==> src/rtl/sbl_pkg.sv <==
package sbl_pkg;

   // Number of cells in the row, and the widths that follow from it
   localparam int CAPACITY = 16;
   localparam int IDX_W    = $clog2(CAPACITY);
   localparam int CNT_W    = $clog2(CAPACITY + 1);

   typedef logic signed [7:0] sbl_byte_type;

   typedef enum logic [1:0] {
      OP_INSERT = 2'd0,
      OP_REMOVE = 2'd1,
      OP_READ   = 2'd2
   } sbl_op_type;

   // Broadcast to every cell in the row
   typedef struct packed {
      logic         ins;
      logic         rem;
      sbl_byte_type value;
   } sbl_ctrl_type;

endpackage

==> src/rtl/sbl_cell.sv <==
module sbl_cell
   import sbl_pkg::*;
(
   input  logic         clock,
   input  sbl_ctrl_type ctrl,
   input  logic         occupied,
   input  sbl_byte_type left_entry,
   input  logic         left_less,
   input  sbl_byte_type right_entry,
   output sbl_byte_type entry,
   output sbl_byte_type entry_next,
   output logic         less,
   output logic         eq
);

   sbl_byte_type entry_ff;
   sbl_byte_type entry_in;

   assign less = occupied && (entry_ff < ctrl.value);
   assign eq   = occupied && (entry_ff == ctrl.value);

   // Cells below the insert/remove point hold; the rest shift one place
   always_comb begin
      entry_in = entry_ff;
      if (ctrl.ins && !less) begin
         entry_in = left_less ? ctrl.value : left_entry;
      end else if (ctrl.rem && !less) begin
         entry_in = right_entry;
      end
   end

   always_ff @(posedge clock) begin
      entry_ff <= entry_in;
   end

   assign entry      = entry_ff;
   assign entry_next = entry_in;

endmodule

==> src/rtl/sorted_byte_list_unit.sv <==
// A result is registered and offered in the cycle after its item is accepted.
// Throughput: one item per cycle while the result side is not stalling; each item makes a single compare-and-shift pass
// across the row of CAPACITY cells, and the next item sees the updated row.
// Reset (synchronous, active high) empties the list and drops any pending result;
// the cell entry registers are not reset, since entries at or past the count are unused.
module sorted_byte_list_unit
   import sbl_pkg::*;
(
   input  logic                clock,
   input  logic                reset,
   input  logic                req_valid,
   output logic                req_stall,
   input  logic [1:0]          req_operation,
   input  logic signed [7:0]   req_value,
   input  logic [3:0]          req_position,
   output logic                rsp_valid,
   input  logic                rsp_stall,
   output logic                rsp_ok,
   output logic signed [7:0]   rsp_read_value,
   output logic [4:0]          rsp_size,
   output logic signed [7:0]   rsp_largest
);

   logic [CNT_W-1:0] count_ff;
   logic [CNT_W-1:0] count_in;

   logic             rsp_valid_ff;
   logic             rsp_valid_in;
   logic             rsp_ok_ff;
   logic             rsp_ok_in;
   sbl_byte_type     rsp_read_ff;
   sbl_byte_type     rsp_read_in;
   logic [4:0]       rsp_size_ff;
   logic [4:0]       rsp_size_in;
   sbl_byte_type     rsp_largest_ff;
   sbl_byte_type     rsp_largest_in;

   logic             accept;
   sbl_op_type       op;
   sbl_ctrl_type     ctrl;
   logic             found;
   logic             ins_ok;
   logic             rem_ok;
   logic             rd_ok;
   logic [IDX_W-1:0] rd_idx;
   logic [IDX_W-1:0] last_idx;

   sbl_byte_type     cell_entry [CAPACITY];
   sbl_byte_type     cell_next  [CAPACITY];
   logic [CAPACITY-1:0] cell_less;
   logic [CAPACITY-1:0] cell_eq;

   // Take a new item whenever the output register is empty or being drained
   assign req_stall = rsp_valid_ff && rsp_stall;
   assign accept    = req_valid && !req_stall;
   assign op        = sbl_op_type'(req_operation);
   assign rd_idx    = IDX_W'(req_position);

   // Any occupied cell equal to the value means the remove can proceed
   assign found = |cell_eq;

   always_comb begin
      ins_ok = 1'b0;
      rem_ok = 1'b0;
      rd_ok  = 1'b0;
      case (op)
         OP_INSERT: ins_ok = (count_ff < CNT_W'(CAPACITY));
         OP_REMOVE: rem_ok = found;
         OP_READ:   rd_ok  = ({1'b0, req_position} < 5'(count_ff));
         default:   ;
      endcase
   end

   // Broadcast the operation to every cell; cells move only on a successful item
   assign ctrl.ins   = accept && ins_ok;
   assign ctrl.rem   = accept && rem_ok;
   assign ctrl.value = req_value;

   // Row of compare-and-shift cells: each sees its neighbors' entries and
   // the left neighbor's compare result
   for (genvar i = 0; i < CAPACITY; i++) begin : g_cell
      sbl_byte_type left_entry;
      logic         left_less;
      sbl_byte_type right_entry;
      logic         occupied;

      if (i == 0) begin : g_first
         assign left_entry = req_value;
         assign left_less  = 1'b1;
      end else begin : g_inner_left
         assign left_entry = cell_entry[i-1];
         assign left_less  = cell_less[i-1];
      end

      if (i == CAPACITY - 1) begin : g_last
         assign right_entry = cell_entry[i];
      end else begin : g_inner_right
         assign right_entry = cell_entry[i+1];
      end

      assign occupied = (CNT_W'(i) < count_ff);

      sbl_cell u_cell (
         .clock       (clock),
         .ctrl        (ctrl),
         .occupied    (occupied),
         .left_entry  (left_entry),
         .left_less   (left_less),
         .right_entry (right_entry),
         .entry       (cell_entry[i]),
         .entry_next  (cell_next[i]),
         .less        (cell_less[i]),
         .eq          (cell_eq[i])
      );
   end

   // Advance the count; it only moves with a successful insert or remove
   always_comb begin
      count_in = count_ff;
      if (ctrl.ins) begin
         count_in = count_ff + CNT_W'(1);
      end else if (ctrl.rem) begin
         count_in = count_ff - CNT_W'(1);
      end
   end

   // Largest entry is the last occupied cell after the update
   assign last_idx = IDX_W'(count_in - CNT_W'(1));

   always_comb begin
      rsp_valid_in   = rsp_valid_ff;
      rsp_ok_in      = rsp_ok_ff;
      rsp_read_in    = rsp_read_ff;
      rsp_size_in    = rsp_size_ff;
      rsp_largest_in = rsp_largest_ff;
      if (rsp_valid_ff && !rsp_stall) begin
         rsp_valid_in = 1'b0;
      end
      if (accept) begin
         rsp_valid_in   = 1'b1;
         rsp_ok_in      = ins_ok || rem_ok || rd_ok;
         rsp_read_in    = rd_ok ? cell_entry[rd_idx] : '0;
         rsp_size_in    = 5'(count_in);
         rsp_largest_in = (count_in == '0) ? '0 : cell_next[last_idx];
      end
   end

   always_ff @(posedge clock) begin
      if (reset) begin
         count_ff     <= '0;
         rsp_valid_ff <= 1'b0;
      end else begin
         count_ff     <= count_in;
         rsp_valid_ff <= rsp_valid_in;
      end
   end

   // Hold the result payload until it is taken
   always_ff @(posedge clock) begin
      rsp_ok_ff      <= rsp_ok_in;
      rsp_read_ff    <= rsp_read_in;
      rsp_size_ff    <= rsp_size_in;
      rsp_largest_ff <= rsp_largest_in;
   end

   assign rsp_valid      = rsp_valid_ff;
   assign rsp_ok         = rsp_ok_ff;
   assign rsp_read_value = rsp_read_ff;
   assign rsp_size       = rsp_size_ff;
   assign rsp_largest    = rsp_largest_ff;

   // The list never holds more entries than there are cells
   assert property (@(posedge clock) disable iff (reset)
      count_ff <= CNT_W'(CAPACITY))
      else $error("entry count exceeds capacity");

   // Every accepted item leaves a result in the output register
   assert property (@(posedge clock) disable iff (reset)
      accept |=> rsp_valid_ff)
      else $error("accepted item produced no result");

   // A failed item leaves the size unchanged
   assert property (@(posedge clock) disable iff (reset)
      (accept && !(ins_ok || rem_ok)) |=> (count_ff == $past(count_ff)))
      else $error("size changed on a failed item");

   // A reported size always matches the count left by that item
   assert property (@(posedge clock) disable iff (reset)
      accept |=> (rsp_size_ff == 5'(count_ff)))
      else $error("reported size differs from stored count");

endmodule

==> config.mk <==
export PLATFORM = sky130hd
export DESIGN_NAME = sorted_byte_list_unit
export DESIGN_NICKNAME = d
export VERILOG_FILES = /design/src/rtl/sbl_pkg.sv /design/src/rtl/sbl_cell.sv /design/src/rtl/sorted_byte_list_unit.sv
export SDC_FILE = /design/constraint.sdc
export NUM_CORES = 1
export LEC_CHECK = 0
export ABC_AREA = 1
export BUFFER_PORTS_ARGS = -buffer_cell sky130_fd_sc_hd__buf_4
export CORE_MARGIN = 2
export CORE_UTILIZATION = 40
export DETAILED_ROUTE_END_ITERATION = 7
export PLACE_DENSITY = 0.62
export SLEW_MARGIN = 5
export SYNTH_ARGS = -nofsm -noshare
export SYNTH_HDL_FRONTEND = slang
export SYNTH_SLANG_ARGS = --single-unit
==> constraint.sdc <==
create_clock -name clock -period 8.47 [get_ports clock]
set_input_delay 1.694 -clock clock [delete_from_list [all_inputs] [get_ports clock]]
set_output_delay 1.694 -clock clock [all_outputs]
set_load 0.02 [all_outputs]
==> results.md, run 1 <==
- Outcome: complete, no violations
- Worst Path Buf+Inv: 5
- Measured slew at the worst slew-check pin: 1.218 ns
- Die area: 36,290 µm²
- Critical path required time: 8.65 ns
- Cells after synthesis: 2,248
- Initial Util: 40.48%
- Depth of the worst register-to-register path: 20
- CTS HTree Levels: 4
- Sequential area share after synthesis: 24.03%
- Power Internal: 1.858 mW
- Syn. warnings: 0
- R2r setup slk: 3.60 ns
- Vias in the first global route: 15,043
- #FFs+latches synth: 156
- Compound-Gate Fraction of Synth Area: 19.22%
- Area of the multi-input gates: 9326 µm²
- FF/Latch Area: 3343 µm²
- Detailed Place HPWL: 44,150 µm
- Die height: 190.5 µm
- Post-CTS Hold Buffers: 0
- Vias per inst: 5.981
- Synthesis-to-finish area growth: 7.725%
- Post-Syn Area: 13,910 µm²
- Maximum clock path buffer count: 2
- Largest family of logic cells by synthesized area: simple AND/OR/NAND/NOR gates
- CP Launch Type: input pin
- Final hold vios: 0
- Fin. max-slew vios: 0
- I/O Buffers: 41
- Hold depth: 2
- Synthesized Nets: 2,400
- P_sw: 1.585 mW
- Setup violators final: 0
- Detailed Route WL: 60,830 µm
- Placement Setup Slack: 1.490 ns
- Slack of the critical path: 1.716 ns
- Maximum vdd drop: 0.1646 mV
- Postcts setup bufs: 0
- CP Capture Type: register
- Setup TNS after final layout: 0 ns
- Post-Synth Adder-Cell Area: 12.05%
- CP Class: input pin to register
- Pwr dens: 229.7 nW/µm²
- Slowest CP cell: inv_1
- Skew final: 0.01491 ns
- Mapped Avg Cell Area: 6.189 µm²
- Ys flop type: dfxtp_1
- Hold Slack: 0.4877 ns
- Seq pwr share: 34.0%
- Root Buffer: clkbuf_16
- Util after Layout: 43.60%
- Worst reg2reg endpoint: rsp_largest[0]
- # DRC: 0
- Post-synthesis mux area share: 0%
- Top achievable clock speed: 148.1 MHz
- Routed WL per cell: 22.58 µm
- Nets: 2,377
- CP max FO: 33
- Core area: 34,370 µm²
- Hold Path Sink: rsp_valid
- DRT iter0 DRCs: 1,938
- Crit path max-delay family: simple AND/OR/NAND/NOR gates
- Count leader, synth: nand2_1
- Row count: 68
- RSZ-0062 raised after global routing: false
- Worst skew pair latency: 0.47 ns
- Share of the synthesized area in the top cell type: 19.28%
- EDFF count, synth: 22
- Comb power frac: 44.0%
- Distinct cells, synth: 38
- Simple-gate share of the synthesized area: 35.71%
- Fin crit share: 79.73%
- Post-CTS sizing: 0
- Synth cell count leaders: nand2_1, nand3_1, a21oi_1
- Pin count of the biggest net entering global routing: 83
- Worst slew margin: 18.70%
- Grt ovf: 0
- Global-route wire length before repair: 90,980 µm
- Slowest stage delay, CP: 0.92 ns
- GRT Total Usage: 33.42%
- Synth area leader: dfxtp_1
- P_leak: 7.563 nW
- Antenna viol nets, final: 0
- CTS tree: done
- RePlAce Congestion: 0.9968
- Initial antenna violation count: 3
- Final worst path period need: 6.754 ns
- Num Clock Sinks: 156
- Clock Pin Slew Worst Setup and Hold Paths: 0.07 ns
- FF-to-FF Start: count_ff[4]
- Max-Cap Viols: 0
- Xor-xnor portion of the synthesized cell area: 0%
- Fraction of layout instances using a drive strength above 1: 5.407%
- Net Sw Frac: 46.03%
- Clock network fraction of design power: 21.9%
- Critical path, cell by cell: buf_4 > inv_1 > ha_1 > nand3_1 > nand3b_1 > inv_1 > nor2_1 > nand2_1 > nor2_2 > nand2_4 > nand3_4 > nand2_1 > nand2_1 > nand2_4 > inv_4 > nand2_1 > nand2_2 > inv_2 > nand2_1 > nand3_1 > nand3_1 > a21oi_1
- Vias: 16,113
- Die width: 190.5 µm
- Hold Crit Start: rsp_valid
- Synth async-reset ratio: 0%
- Num ports: 42
- Synth top area cells: dfxtp_1, nand2_1, ha_1
- CP most frequent cell: nand2_1
- Fillers: 3,732
- Worst path arrival time: 6.93 ns
- CTS Buf Count: 17
- Drt first pass iters: 6
- Hold WC Path Type: register to register
-- worst max-delay path by stage --
| stage | startpoint | end | slack (ns) | cells past startpoint |
|---|---|---|---|---|
| floorplan | rsp_stall | rsp_largest[7] | 4.06 | 13 |
| global placement | req_value[1] | rsp_largest[3] | 1.61 | 23 |
| detailed placement | req_value[7] | rsp_largest[3] | 1.49 | 23 |
| CTS | req_value[1] | rsp_largest[0] | 1.97 | 23 |
| global route | req_value[4] | rsp_largest[3] | 1.56 | 23 |
| finish | req_value[4] | rsp_largest[0] | 1.72 | 22 |
-- sequential cells by signal (all words and copies together), names as in the netlist --
register and cells:
g_cell.u_cell.entry 128, rsp_valid 1, rsp_largest 8, rsp_ok 1
rsp_size 5, rsp_read_value 8, count_ff 5
-- final cells by class --
type | instances | share of cell area, %
clock inverters | 15 | 0.7096
clock buffers | 17 | 2.838
multi-input cells | 1778 | 62.23
inverters | 221 | 5.551
diodes | 1 | 0.01670
flip-flops and latches | 156 | 22.31
repair buffers | 51 | 2.554
well taps | 455 | 3.798
-- routing by layer --
layer  vias to the layer above  global-route usage [%]  share of wire [%]
li1                       7524                       -                  -
met2                       924                   53.15                 45
met3                       197                   7.950                 11
met1                      7464                   42.27                 40
met5                         -                       0              0.039
met4                         4                   16.55                5.0
-- power by group through the flow --
stage | Sequential, mW | Clock [mW] | Combinational (mW)
after floorplan | 1.10 | 0 | 1.05
after global placement | 1.18 | 0 | 1.44
after detailed placement | 1.18 | 0 | 1.47
after CTS | 1.16 | 0.751 | 1.48
after global routing | 1.18 | 0.782 | 1.70
final | 1.17 | 0.755 | 1.52
-- kinds of logic (layout without fill, tap and decap cells) --
group	after synthesis	in the layout
AOI/OAI and AO/OA	500	500
other	0	1
and+or+nand+nor	1144	1144
DFF	156	156
buffers and inverters	314	304
adders and majority gates	134	134
-- worst min-delay path, cell delays in order (launching register included) --
cell and delay, ns:
dfxtp_1 0.31, nand2_1 0.07, a21oi_1 0.06
-- cell usage in the layout, fill, tap and decap left out, drive strengths merged, types with 2 or more instances in the layout --
master / n
a211oi: 10
clkinv: 12
o21a: 18
inv: 221
edfxtp: 22
dfxtp: 134
clkinvlp: 2
nand4: 21
o211ai: 30
o21ai: 192
o22ai: 9
a21o: 2
nand3: 325
ha: 134
and2: 28
clkbuf: 17
buf: 51
nand2: 650
a21oi: 238
nor2: 117
-- per-stage QoR --
stage | std cells | power (mW) | instance area (µm²)
floorplan | 2248 | 2.142 | 13910
CTS | 2693 | 3.389 | 14990
global route | 2693 | 3.664 | 14990
global placement | 2661 | 2.623 | 14450
finish | 2694 | 3.443 | 14990
detailed placement | 2661 | 2.643 | 14450
(Power assumes the default switching activity.)
==> run 2, diff against run 1 <==
--- a/config.mk
+++ b/config.mk
@@ -5,12 +5,12 @@
 export SDC_FILE = /design/constraint.sdc
 export NUM_CORES = 1
 export LEC_CHECK = 0
-export ABC_AREA = 1
+export ABC_AREA = 0
 export BUFFER_PORTS_ARGS = -buffer_cell sky130_fd_sc_hd__buf_4
 export CORE_MARGIN = 2
 export CORE_UTILIZATION = 40
 export DETAILED_ROUTE_END_ITERATION = 7
-export PLACE_DENSITY = 0.62
+export PLACE_DENSITY = 0.64
 export SLEW_MARGIN = 5
 export SYNTH_ARGS = -nofsm -noshare
 export SYNTH_HDL_FRONTEND = slang
==> constraint.sdc (replaced) <==
create_clock -name clock -period 6.12 [get_ports clock]
set_input_delay 1.224 -clock clock [delete_from_list [all_inputs] [get_ports clock]]
set_output_delay 1.224 -clock clock [all_outputs]
set_load 0.02 [all_outputs]
==> results.md, run 2 <==
- Global-route wire length before repair: 92,000 µm (was 90,980 µm)
- Drt first pass iters: 8 (was 6)
- Max-Cap Viols: 0 (unchanged)
- Postcts setup bufs: 0 (unchanged)
- Post-synthesis mux area share: 12.24% (was 0%)
- Vias: 14,016 (was 16,113)
- CTS HTree Levels: 4 (unchanged)
- Fin. max-slew vios: 0 (unchanged)
- #FFs+latches synth: 156 (unchanged)
- Fin crit share: 92.26%
- Nets: 1,655 (was 2,377)
- Distinct cells, synth: 91 (was 38)
- P_leak: 5.768 nW (was 7.563 nW)
- Largest family of logic cells by synthesized area: compound AO/OA/AOI/OAI gates (was simple AND/OR/NAND/NOR gates)
- I/O Buffers: 41 (unchanged)
- Detailed Route WL: 64,200 µm (was 60,830 µm)
- Top achievable clock speed: 177.1 MHz
- CP most frequent cell: buf_4 (was nand2_1)
- Slowest stage delay, CP: 0.73 ns (was 0.92 ns)
- Grt ovf: 0 (unchanged)
- Antenna viol nets, final: 0 (unchanged)
- Worst path arrival time: 5.86 ns (was 6.93 ns)
- Worst skew pair latency: 0.46 ns (was 0.47 ns)
- Die height: 186.4 µm (was 190.5 µm)
- Synth area leader: dfxtp_1 (unchanged)
- Core area: 32,620 µm² (was 34,370 µm²)
- Tot Pwr: 6.189 mW (was 3.443 mW)
- RSZ-0062 raised after global routing: false (unchanged)
- Pwr dens: 413.6 nW/µm² (was 229.7 nW/µm²)
- Synth top area cells: dfxtp_1, ha_1, mux4_2 (was dfxtp_1, nand2_1, ha_1)
- Final worst path period need: 5.646 ns
- Initial antenna violation count: 3 (unchanged)
- Seq pwr share: 37.6% (was 34.0%)
- Measured slew at the worst slew-check pin: 1.015 ns (was 1.218 ns)
- Die width: 186.4 µm (was 190.5 µm)
- Critical path, cell by cell: buf_4 > clkinv_1 > buf_4 > ha_1 > nand4_1 > a211oi_1 > buf_4 > nor4_2 > nand4_2 > o21ai_4 > buf_4 > or2_0 > o221ai_1 > a211oi_1 > o221ai_1 > o31ai_1 (was buf_4 > inv_1 > ha_1 > nand3_1 > nand3b_1 > inv_1 > nor2_1 > nand2_1 > nor2_2 > nand2_4 > nand3_4 > nand2_1 > nand2_1 > nand2_4 > inv_4 > nand2_1 > nand2_2 > inv_2 > nand2_1 > nand3_1 > nand3_1 > a21oi_1)
- Comb power frac: 44.8% (was 44.0%)
- Setup violators final: 0 (unchanged)
- Sequential area share after synthesis: 25.11% (was 24.03%)
- Synthesis-to-finish area growth: 12.40% (was 7.725%)
- Simple-gate share of the synthesized area: 14.69% (was 35.71%)
- Synth async-reset ratio: 0% (unchanged)
- Num ports: 42 (unchanged)
- Ys flop type: dfxtp_1 (unchanged)
- Root Buffer: clkbuf_16 (unchanged)
- P_sw: 2.904 mW (was 1.585 mW)
- Maximum clock path buffer count: 2 (unchanged)
- Max reg flops: 128 (unchanged)
- # DRC: 0 (unchanged)
- Power Internal: 3.285 mW (was 1.858 mW)
- CP Launch Type: input pin (unchanged)
- Synthesized Nets: 1,613 (was 2,400)
- Slowest CP cell: o21ai_4 (was inv_1)
- Post-Syn Area: 13,310 µm² (was 13,910 µm²)
- Syn. warnings: 0 (unchanged)
- Post-DP Area: 14,390 µm² (was 14,450 µm²)
- Fillers: 3,181 (was 3,732)
- Compound-Gate Fraction of Synth Area: 29.93% (was 19.22%)
- Synth cell count leaders: dfxtp_1, ha_1, nand2_1 (was nand2_1, nand3_1, a21oi_1)
- Vias per inst: 7.155 (was 5.981)
- Vias in the first global route: 13,046 (was 15,043)
- Clock Pin Slew Worst Setup and Hold Paths: 0.07 ns (about the same)
- Post-CTS sizing: 0 (unchanged)
- Fraction of layout instances using a drive strength above 1: 19.13% (was 5.407%)
- Setup TNS after final layout: 0 ns (unchanged)
- Hold WC Path Type: register to register (unchanged)
- Net Sw Frac: 46.92% (was 46.03%)
- RePlAce Congestion: 1.022 (was 0.9968)
- Commonest non-fill, non-tap cells in the layout: ha_1, dfxtp_1, buf_4 (was nand2_1, nand3_1, a21oi_1)
- Maximum vdd drop: 0.2476 mV (was 0.1646 mV)
- Final instance area: 14,960 µm² (was 14,990 µm²)
- Worst slew margin: 32.24% (was 18.70%)
- Xor-xnor portion of the synthesized cell area: 0% (unchanged)
- CTS tree: done (unchanged)
- DRT iter0 DRCs: 2,485 (was 1,938)
- Clock network fraction of design power: 17.6% (was 21.9%)
- Detailed Place HPWL: 48,750 µm (was 44,150 µm)
- Num Clock Sinks: 156 (unchanged)
- Die area: 34,760 µm² (was 36,290 µm²)
- Critical path required time: 6.34 ns (was 8.65 ns)
- Worst Path Buf+Inv: 5 (unchanged)
- Post-CTS Hold Buffers: 0 (unchanged)
- CTS Buf Count: 17 (unchanged)
- GRT Total Usage: 36.05% (was 33.42%)
- Routed WL per cell: 32.77 µm (was 22.58 µm)
- Outcome: complete, no violations (unchanged)
- Crit path max-delay family: compound AO/OA/AOI/OAI gates (was simple AND/OR/NAND/NOR gates)
- Mapped Avg Cell Area: 9.113 µm² (was 6.189 µm²)
- Cells after synthesis: 1,461 (was 2,248)
- Skew final: 0.02070 ns (was 0.01491 ns)
- CP Capture Type: register (unchanged)
- CP max FO: 20 (was 33)
- Final hold vios: 0 (unchanged)
- Initial Util: 40.82% (was 40.48%)
- Pin count of the biggest net entering global routing: 52 (was 83)
- Post-Synth Adder-Cell Area: 12.59% (was 12.05%)
- EDFF count, synth: 22 (unchanged)
- Row count: 66 (was 68)
- CP Class: input pin to register (unchanged)
- Share of the synthesized area in the top cell type: 20.15% (was 19.28%)
-- run 2: kinds of logic (layout without fill, tap and decap cells) --
group / Yosys count / count (layout)
buf+inv: 165 / 220
fa+ha+maj: 134 / 134
simple gates: 376 / 376
mux: 111 / 111
compound gates: 519 / 519
flops: 156 / 156
other cells: 0 / 1
-- run 2: power groups by stage --
stage                     Combinational [mW]  Sequential, mW  Clock [mW]
after floorplan                         1.87            1.78           0
after global placement                  2.66            2.26           0
after detailed placement                2.67            2.26           0
after CTS                               2.69            2.23        1.08
after global routing                    2.98            2.29        1.12
final                                   2.77            2.33        1.09
-- run 2: final cells by class --
type / instances / area [µm²] / share of cell area, %
repair buffers: 123 / 960.9 / 6.421
well taps: 442 / 553.0 / 3.696
diodes: 1 / 2.502 / 0.01672
multi-input cells: 1140 / 9288 / 62.07
inverters: 65 / 244.0 / 1.630
clock buffers: 23 / 489.2 / 3.269
clock inverters: 9 / 83.83 / 0.5602
flip-flops and latches: 156 / 3343 / 22.34
-- run 2: path summary, 6_finish.rpt --
| check | slack (ns) | from | cells after the start | endpoint |
|---|---|---|---|---|
| setup / recovery | 0.47 | req_value[7] | 16 | rsp_largest[4] |
| hold / removal | 0.57 | g_cell[15].u_cell.entry[0] | 2 | g_cell[15].u_cell.entry[0] |
| setup reg to reg | 0.72 | count_ff[1] | 12 | rsp_largest[4] |
| hold reg to reg | 0.57 | g_cell[15].u_cell.entry[0] | 2 | g_cell[15].u_cell.entry[0] |
-- run 2: tightest hold or removal path, delay by kind of cell, from the launching register on --
family	cells	cell delay (ns)
DFF	1	0.35
and+or+nand+nor	1	0.06
AOI/OAI and AO/OA	1	0.09
-- run 2: metal layers --
layer	global-route usage, %	up-vias	share of wire (%)
met3	9.874	232	13
met1	49.15	6705	40
met5	0	-	0.041
met2	51.52	1173	41
met4	19.38	4	5.9
li1	-	5902	-
-- run 2: stage by stage --
stage / hold slack [ns] / worst slack (ns) / std cells / utilization [%]
after floorplan: 0.4624 / 0.8449 / 1461 / -
after global placement: 0.5104 / 0.3414 / 1926 / 44.11
after detailed placement: 0.5259 / 0.2577 / 1926 / 44.11
after CTS: 0.5361 / 0.7149 / 1958 / 45.87
after global routing: 0.5762 / 0.4469 / 1958 / 45.87
final: 0.5651 / 0.4736 / 1959 / 45.88
